===== src/design/assert_macros.svh =====
// assertion macros used by the top-level design file
`ifndef ASSERT_MACROS_SVH
`define ASSERT_MACROS_SVH

// implication checked at every rising clock edge outside reset
`define KTI_ASSERT(name, prop, msg) \
  name: assert property (@(posedge clk_i) disable iff (!rst_ni) prop) else $error(msg);

// plain condition checked at every rising clock edge outside reset
`define KTI_ASSERT_HOLD(name, cond, msg) \
  `KTI_ASSERT(name, (cond), msg)

`endif


===== src/design/kti_pkg.sv =====
// package: sizes, action and status codes, cell control word for the keyed table
package kti_pkg;

  localparam int CAPACITY   = 16;
  localparam int KEY_BITS   = 64;
  localparam int VALUE_BITS = 64;

  localparam int ACTION_W = 3;
  localparam int KEY_W    = 64;
  localparam int VALUE_W  = 64;
  localparam int STATUS_W = 2;
  localparam int COUNT_W  = 5;

  localparam int IDX_W = (CAPACITY > 1) ? $clog2(CAPACITY) : 1;
  localparam int CNT_W = $clog2(CAPACITY + 1);

  typedef enum logic [ACTION_W-1:0] {
    ACT_ADD    = 3'd0,
    ACT_LOOKUP = 3'd1,
    ACT_EDIT   = 3'd2,
    ACT_DELETE = 3'd3,
    ACT_CLEAR  = 3'd4
  } action_e;

  typedef enum logic [STATUS_W-1:0] {
    ST_OK        = 2'd0,
    ST_FULL      = 2'd1,
    ST_NOT_FOUND = 2'd2
  } status_e;

  typedef struct packed {
    logic                  go;
    action_e               action;
    logic [KEY_BITS-1:0]   key;
    logic [VALUE_BITS-1:0] value;
    logic [CNT_W-1:0]      count;
  } cell_ctrl_t;

endpackage


===== src/design/kti_if.sv =====
// request and response channel interfaces of the keyed table
interface kti_req_if;
  import kti_pkg::*;

  logic                valid;
  logic                ready;
  logic [ACTION_W-1:0] action;
  logic [KEY_W-1:0]    key;
  logic [VALUE_W-1:0]  value;

  modport source (output valid, output action, output key, output value, input ready);
  modport sink   (input valid, input action, input key, input value, output ready);
endinterface

interface kti_rsp_if;
  import kti_pkg::*;

  logic                valid;
  logic                ready;
  logic [STATUS_W-1:0] status;
  logic [VALUE_W-1:0]  value_out;
  logic [COUNT_W-1:0]  entry_count;
  logic                is_empty;

  modport source (output valid, output status, output value_out, output entry_count,
                  output is_empty, input ready);
  modport sink   (input valid, input status, input value_out, input entry_count,
                  input is_empty, output ready);
endinterface


===== src/design/keyed_table_insert_lookup_delete.sv =====
// top level: row of table slots, entry count and registered response word
//
// Keyed table of up to 16 key/value pairs kept in insertion order.
// req_i carries one word per action: action (add, lookup, edit, delete,
// clear), key and value. rsp_o returns exactly one word per request:
// status (ok, full, not found), value_out (lookup hit, else zero),
// entry_count and is_empty after the action.
// Every slot compares the key in the same cycle and a first-match chain
// runs through the row; delete shifts each later slot down from its right
// neighbor in that same cycle.
// Latency: the response is valid the cycle after the request is taken.
// Throughput: one request per cycle while rsp_o is drained each cycle.
// The single response register sets that figure: req_i.ready is high when
// it is empty or being read in the same cycle.
// Reset empties the table and the response register; slot contents are
// not cleared, only the entry count.
// When the receiver stalls, the response word holds and req_i.ready drops
// until it is taken.
`include "assert_macros.svh"

module keyed_table_insert_lookup_delete (
  input  logic      clk_i,
  input  logic      rst_ni,
  kti_req_if.sink   req_i,
  kti_rsp_if.source rsp_o
);
  import kti_pkg::*;

  cell_ctrl_t            ctrl;
  logic                  accept;
  action_e               action;
  logic [CAPACITY:0]     hit;
  logic [KEY_BITS-1:0]   key_row   [CAPACITY+1];
  logic [VALUE_BITS-1:0] value_row [CAPACITY+1];
  logic [VALUE_BITS-1:0] sel_row   [CAPACITY];
  logic [VALUE_BITS-1:0] found_value;
  logic                  found;

  logic                  rsp_valid_q;
  logic [CNT_W-1:0]      count_q, count_d;
  status_e               status_q, status_d;
  logic [VALUE_BITS-1:0] value_out_q, value_out_d;

  assign req_i.ready = !rsp_valid_q || rsp_o.ready;
  assign accept      = req_i.valid && req_i.ready;
  assign action      = action_e'(req_i.action);

  always_comb begin
    ctrl.go     = accept;
    ctrl.action = action;
    ctrl.key    = req_i.key[KEY_BITS-1:0];
    ctrl.value  = req_i.value[VALUE_BITS-1:0];
    ctrl.count  = count_q;
  end

  assign hit[0] = 1'b0;
  // the slot past the end feeds the last one; it only lands beyond the count
  assign key_row[CAPACITY]   = key_row[CAPACITY-1];
  assign value_row[CAPACITY] = value_row[CAPACITY-1];

  for (genvar i = 0; i < CAPACITY; i++) begin : g_cell
    kti_cell u_cell (
      .clk_i       (clk_i),
      .ctrl_i      (ctrl),
      .idx_i       (IDX_W'(i)),
      .hit_i       (hit[i]),
      .next_key_i  (key_row[i+1]),
      .next_value_i(value_row[i+1]),
      .hit_o       (hit[i+1]),
      .key_o       (key_row[i]),
      .value_o     (value_row[i]),
      .sel_value_o (sel_row[i])
    );
  end

  assign found = hit[CAPACITY];

  always_comb begin
    found_value = '0;
    for (int i = 0; i < CAPACITY; i++) begin
      found_value = found_value | sel_row[i];
    end
  end

  always_comb begin
    status_d    = ST_OK;
    value_out_d = '0;
    count_d     = count_q;
    unique case (action)
      ACT_ADD: begin
        if (count_q < CNT_W'(CAPACITY)) begin
          count_d = count_q + CNT_W'(1);
        end else begin
          status_d = ST_FULL;
        end
      end
      ACT_LOOKUP: begin
        if (found) begin
          value_out_d = found_value;
        end else begin
          status_d = ST_NOT_FOUND;
        end
      end
      ACT_EDIT: begin
        if (!found) begin
          status_d = ST_NOT_FOUND;
        end
      end
      ACT_DELETE: begin
        if (found) begin
          count_d = count_q - CNT_W'(1);
        end else begin
          status_d = ST_NOT_FOUND;
        end
      end
      ACT_CLEAR: begin
        count_d = '0;
      end
      default: ;
    endcase
  end

  always_ff @(posedge clk_i or negedge rst_ni) begin
    if (!rst_ni) begin
      rsp_valid_q <= 1'b0;
      count_q     <= '0;
    end else begin
      if (accept) begin
        rsp_valid_q <= 1'b1;
        count_q     <= count_d;
      end else if (rsp_o.ready) begin
        rsp_valid_q <= 1'b0;
      end
    end
  end

  always_ff @(posedge clk_i) begin
    if (accept) begin
      status_q    <= status_d;
      value_out_q <= value_out_d;
    end
  end

  assign rsp_o.valid       = rsp_valid_q;
  assign rsp_o.status      = status_q;
  assign rsp_o.value_out   = VALUE_W'(value_out_q);
  assign rsp_o.entry_count = COUNT_W'(count_q);
  assign rsp_o.is_empty    = (count_q == '0);

  `KTI_ASSERT_HOLD(a_count_in_range, count_q <= CNT_W'(CAPACITY), "entry count over capacity")
  `KTI_ASSERT(a_count_only_on_word, !accept |=> $stable(count_q), "count moved without a word")
  `KTI_ASSERT(a_full_add,
    (accept && action == ACT_ADD && count_q == CNT_W'(CAPACITY)) |=>
    (status_q == ST_FULL && $stable(count_q)),
    "add on full table not rejected")
  `KTI_ASSERT(a_miss_zero,
    (rsp_valid_q && status_q == ST_NOT_FOUND) |-> (value_out_q == '0),
    "miss with nonzero value")

endmodule


===== src/design/kti_cell.sv =====
// one table slot: stored pair, key compare, first-match chain and shift from the next slot
module kti_cell (
  input  logic                           clk_i,
  input  kti_pkg::cell_ctrl_t            ctrl_i,
  input  logic [kti_pkg::IDX_W-1:0]      idx_i,
  input  logic                           hit_i,
  input  logic [kti_pkg::KEY_BITS-1:0]   next_key_i,
  input  logic [kti_pkg::VALUE_BITS-1:0] next_value_i,
  output logic                           hit_o,
  output logic [kti_pkg::KEY_BITS-1:0]   key_o,
  output logic [kti_pkg::VALUE_BITS-1:0] value_o,
  output logic [kti_pkg::VALUE_BITS-1:0] sel_value_o
);
  import kti_pkg::*;

  logic [KEY_BITS-1:0]   key_q;
  logic [VALUE_BITS-1:0] value_q;
  logic                  occupied;
  logic                  match;
  logic                  first;
  logic                  at_tail;

  always_comb begin
    occupied    = CNT_W'(idx_i) < ctrl_i.count;
    at_tail     = CNT_W'(idx_i) == ctrl_i.count;
    match       = occupied && (key_q == ctrl_i.key);
    first       = match && !hit_i;
    hit_o       = hit_i || match;
    sel_value_o = first ? value_q : '0;
  end

  assign key_o   = key_q;
  assign value_o = value_q;

  always_ff @(posedge clk_i) begin
    if (ctrl_i.go) begin
      case (ctrl_i.action)
        ACT_ADD: begin
          if (at_tail) begin
            key_q   <= ctrl_i.key;
            value_q <= ctrl_i.value;
          end
        end
        ACT_EDIT: begin
          if (first) begin
            value_q <= ctrl_i.value;
          end
        end
        ACT_DELETE: begin
          // every slot from the first match on takes its right neighbor
          if (hit_o) begin
            key_q   <= next_key_i;
            value_q <= next_value_i;
          end
        end
        default: ;
      endcase
    end
  end

endmodule

===== src/flat_wrapper.sv =====
// flat-port wrapper written by rule: the top's interface ports become plain ports
module keyed_table_insert_lookup_delete_flat import kti_pkg::*;
  (clk_i, rst_ni, req_i_valid, req_i_action, req_i_key, req_i_value, req_i_ready, rsp_o_valid, rsp_o_status, rsp_o_value_out, rsp_o_entry_count, rsp_o_is_empty, rsp_o_ready);
  kti_req_if req_i_i ();
  kti_rsp_if rsp_o_i ();
  input  logic clk_i;
  input  logic rst_ni;
  input wire logic [$bits(req_i_i.valid)-1:0] req_i_valid;
  input wire logic [$bits(req_i_i.action)-1:0] req_i_action;
  input wire logic [$bits(req_i_i.key)-1:0] req_i_key;
  input wire logic [$bits(req_i_i.value)-1:0] req_i_value;
  output wire logic [$bits(req_i_i.ready)-1:0] req_i_ready;
  output wire logic [$bits(rsp_o_i.valid)-1:0] rsp_o_valid;
  output wire logic [$bits(rsp_o_i.status)-1:0] rsp_o_status;
  output wire logic [$bits(rsp_o_i.value_out)-1:0] rsp_o_value_out;
  output wire logic [$bits(rsp_o_i.entry_count)-1:0] rsp_o_entry_count;
  output wire logic [$bits(rsp_o_i.is_empty)-1:0] rsp_o_is_empty;
  input wire logic [$bits(rsp_o_i.ready)-1:0] rsp_o_ready;
  assign req_i_i.valid = req_i_valid;
  assign req_i_i.action = req_i_action;
  assign req_i_i.key = req_i_key;
  assign req_i_i.value = req_i_value;
  assign req_i_ready = req_i_i.ready;
  assign rsp_o_valid = rsp_o_i.valid;
  assign rsp_o_status = rsp_o_i.status;
  assign rsp_o_value_out = rsp_o_i.value_out;
  assign rsp_o_entry_count = rsp_o_i.entry_count;
  assign rsp_o_is_empty = rsp_o_i.is_empty;
  assign rsp_o_i.ready = rsp_o_ready;
  keyed_table_insert_lookup_delete u_core (.clk_i(clk_i), .rst_ni(rst_ni), .req_i(req_i_i), .rsp_o(rsp_o_i));
endmodule

===== config.mk =====
export PLATFORM = sky130hd
export DESIGN_NAME = keyed_table_insert_lookup_delete_flat
export DESIGN_NICKNAME = d
export VERILOG_FILES = /design/src/design/kti_pkg.sv /design/src/design/kti_if.sv /design/src/design/keyed_table_insert_lookup_delete.sv /design/src/design/kti_cell.sv /design/src/flat_wrapper.sv
export VERILOG_INCLUDE_DIRS = /design/src /design/src/design
export SDC_FILE = /design/constraint.sdc
export NUM_CORES = 2
export LEC_CHECK = 0
export BUFFER_PORTS_ARGS = -buffer_cell sky130_fd_sc_hd__buf_4
export CAP_MARGIN = 20
export CORE_MARGIN = 2
export CORE_UTILIZATION = 55
export DETAILED_ROUTE_END_ITERATION = 8
export GPL_TIMING_DRIVEN = 0
export PLACE_DENSITY = 0.71
export SLEW_MARGIN = 30
export SYNTH_ARGS = -nofsm -noshare
export SYNTH_HDL_FRONTEND = slang
export SYNTH_SLANG_ARGS = --single-unit

===== constraint.sdc =====
create_clock -name clk_i -period 24.5 [get_ports clk_i]
set_clock_uncertainty 0.15 [all_clocks]
set_input_delay 0 -clock clk_i [delete_from_list [all_inputs] [get_ports clk_i]]
set_output_delay 0 -clock clk_i [all_outputs]
set_load 0.005 [all_outputs]

==> metrics.txt <==
status finished, final reports clean; maximum clock frequency 125 MHz; Root Driver clkbuf_16; maximum vdd ir drop 0.0647 mV; non-filler cells, final approximately 12000; vias in the first global route 75153; area added between synthesis and finish 17.4%; sequential element share of the synthesized area 0.615; mux cell area share after synthesis 0.00640; DRC Markers 0; routed vias just under 80000; initial antenna violation count 26; Placer Congestion 1.10; Fillers 14058; I/O Buffers 205; Slew @ Worst Pin 1.24 ns; crit-path leading delay family buffers and inverters; Die Span Y between 400 and 500 um; adder-cell share of the synthesized area 0.000605; cell accounting for the most synthesized area edfxtp_1; number of synthesized flops with an enable pin 2114; first-pass GRT wire length 593 mm; count of state elements after synthesis 2120; Final ANT Viol Nets 0; post-synthesis xor/xnor area fraction 0.0800; Period minus WS final 8.03 ns; routed len/inst 38.1 um; type of the tightest min-delay check input port to register; drt first-iter violations 15193; Pins Over Slew Limit 0; # IOs 209; gr ovfl total 0; Initial Util 0.552; Post-CTS Hold Buffers 268; layout net count 8941; core area between 150000 and 200000 um^2; CTS max path bufs 3; Overall Power roughly 8700 uW; post-CTS resize count 0; DP HPWL 345 mm; CP bufs+invs 7; CTS tree done; Pwr Density ~71 nW/um^2; Hold Fails Final Rpt 0; crit-path cells clkbuf_1 > inv_1 > ha_1 > o21bai_1 > a211o_1 > nor4_2 > nand2_1 > o22ai_2 > nor4_1 > nor4b_1 > buf_2 > buf_1 > nand2_1 > a21oi_4 > buf_16 > buf_16 > buf_8; synth top area cells edfxtp_1 (61%), a21o_1 (14%), xor2_1 (4.3%); share of cells above drive strength 1 0.114; total detailed-routing wirelength 439 mm; RSZ-0062 raised after global routing false; die width 438 um; Final Setup Violations 0; max_slew headroom 0.162; P_leak 0.0500 uW; Post-Syn Area a little over 100000 um^2; DP Cell Count 10805; final period utilization 0.328; FF-to-FF setup slack ~16 ns; Syn Nets 8019; worst skew pair latency between 0.8 and 0.9 ns; Worst setup SP type register; largest net degree at the start of global routing 40; critical path required time 24.92 ns; Post-CTS Repair Setup Buffers 0; Max Cap Viol 0; row count 159; post-synthesis cell count 7879; Ys Warns 0; Setup crit end kind register; Setup WS post-layout between 15 and 20 ns; main combinational cell family by area after synthesis compound AO/OA/AOI/OAI gates; CP max stage delay roughly 1.1 ns; Post-synth top flop edfxtp_1; vias per cell approximately 7; global-route usage over all layers 0.450; critical path peak fanout 19; CTS buffer count around 220; simple-gate portion of the synthesized area 0.0635; dpl ws 16.87 ns; CTS sink cnt about 2100; Compound-Gate Fraction of Synth Area 0.197; DIE AREA 192000 um^2; slowest CP cell nor4b_1; Initial DRT Pass Iterations 7; FFs w/ async S/R, synth 0.00283; area share of the largest cell type after synthesis 0.614; H-tree levels 4; Cell variety after synth 68; Arr. time, crit path around 8.4 ns; critical path class register to register; clock-pin slew on the worst setup and hold paths around 0.060 ns; Avg Inst Size Synth 13.1 um^2
[routing by layer]
metal	wire length [um]	global-route usage	vias up
li1	-	-	31992
met1	169000	0.632	39460
met3	61300	0.138	996
met4	28600	0.245	4
met5	34	0	-
met2	179000	0.624	6528
[through the flow]
step / utilization / TNS [ns] / hold WS, ns / cell area (um^2)
after floorplan: - / 0 / -0.446 / 103000
after global placement: 0.577 / -81.86 / -0.318 / 108000
after detailed placement: 0.594 / 0 / -0.318 / 111000
after CTS: 0.648 / 0 / 0.0954 / 121000
after global routing: 0.648 / 0 / 0.191 / 121000
final: 0.648 / 0 / 0.106 / 121000
[power breakdown]
group	internal (uW)	total (uW)	switching, uW
Clock	2010	3520	1510
Combinational	321	954	634
Sequential	4130	4190	65.4
[final cells by class]
type / instances / area [um^2] / area share
Multi-Input combinational cell: 4797 / 36400 / 0.299
Clock buffer: 265 / 5750 / 0.0473
Inverter: 130 / 493 / 0.00406
Tap cell: 2495 / 3120 / 0.0257
Antenna cell: 33 / 82.6 / 0.000680
Sequential cell: 2120 / 63600 / 0.524
Clock inverter: 151 / 1680 / 0.0138
Buffer: 832 / 3440 / 0.0283
Timing Repair Buffer: 699 / 6900 / 0.0568
[cells in the mapped netlist (16+ instances only)]
cell      number
a21o_1      1924
a21oi_1       87
a222oi_1      67
a22o_1        68
a22oi_1       68
a31oi_1       68
and2_0        33
and2_1        71
and3_1       132
and4_1        65
buf_1         16
buf_2        125
clkbuf_1     677
edfxtp_1    2114
inv_1        129
mux2i_1       65
nand2_1       89
nand3_1      155
nand4_1      141
nor2_1       131
nor2b_1       28
nor3_1        37
nor3b_1       67
nor4_1       146
o2111a_1      65
o221ai_1      67
o22ai_1       23
o31a_1        65
o32ai_1       64
xnor2_1      433
xor2_1       512
[cell families (layout without fill, tap and decap cells)]
kind of cell	count (synthesis)	count (layout)
adders and majority gates	5	5
DFF	2120	2120
other	0	33
AOI/OAI and AO/OA	2652	2652
xor gates and xnor gates	945	945
buffers and inverters	962	2077
muxes	66	66
and+or+nand+nor	1129	1129
[registers in the layout, indices dropped and copies added, names as in the netlist]
signal	count
u_core.g_cell.u_cell.key_o	1024
u_core.g_cell.u_cell.value_o	1024
u_core.rsp_o.entry_count	5
u_core.rsp_o.status	2
u_core.rsp_o.valid	1
u_core.rsp_o.value_out	64
[layout by cell type (no fill, tap or decap), drive strengths merged, types with 87 or more instances in the layout]
master / synthesis / final
clkinv: 0 / 100
dlygate4sd3: 0 / 268
xnor2: 433 / 433
edfxtp: 2114 / 2114
a21oi: 87 / 87
inv: 130 / 139
and3: 132 / 132
nor2: 131 / 131
clkbuf: 678 / 944
nor4: 148 / 148
and2: 104 / 104
nand4: 141 / 141
buf: 154 / 584
nand3: 155 / 155
nand2: 89 / 89
xor2: 512 / 512
a21o: 1924 / 1924
[tightest hold or removal path: stages]
cell and delay [ns]:
dlygate4sd3_1 0.52, buf_4 0.10, and2_1 0.10, clkbuf_1 0.21
a21o_1 0.11
[path summary, 6_finish.rpt]
| kind | startpoint | to | depth (start not counted) |
|---|---|---|---|
| worst min register to register | u_core.g_cell[7].u_cell.value_o[53] | u_core.g_cell[6].u_cell.value_o[53] | 1 |
| min in group asynchronous | rst_ni | u_core.rsp_o.valid | 4 |
| max in group asynchronous | rst_ni | u_core.rsp_o.entry_count[4] | 4 |
| worst max-delay path | u_core.rsp_o.entry_count[1] | u_core.g_cell[15].u_cell.value_o[53] | 17 |
| worst max register to register | u_core.rsp_o.entry_count[1] | u_core.g_cell[15].u_cell.value_o[53] | 17 |
| worst min-delay path | req_i_value[34] | u_core.g_cell[13].u_cell.value_o[34] | 5 |
No activity file was read; power rests on OpenSTA's default activity.
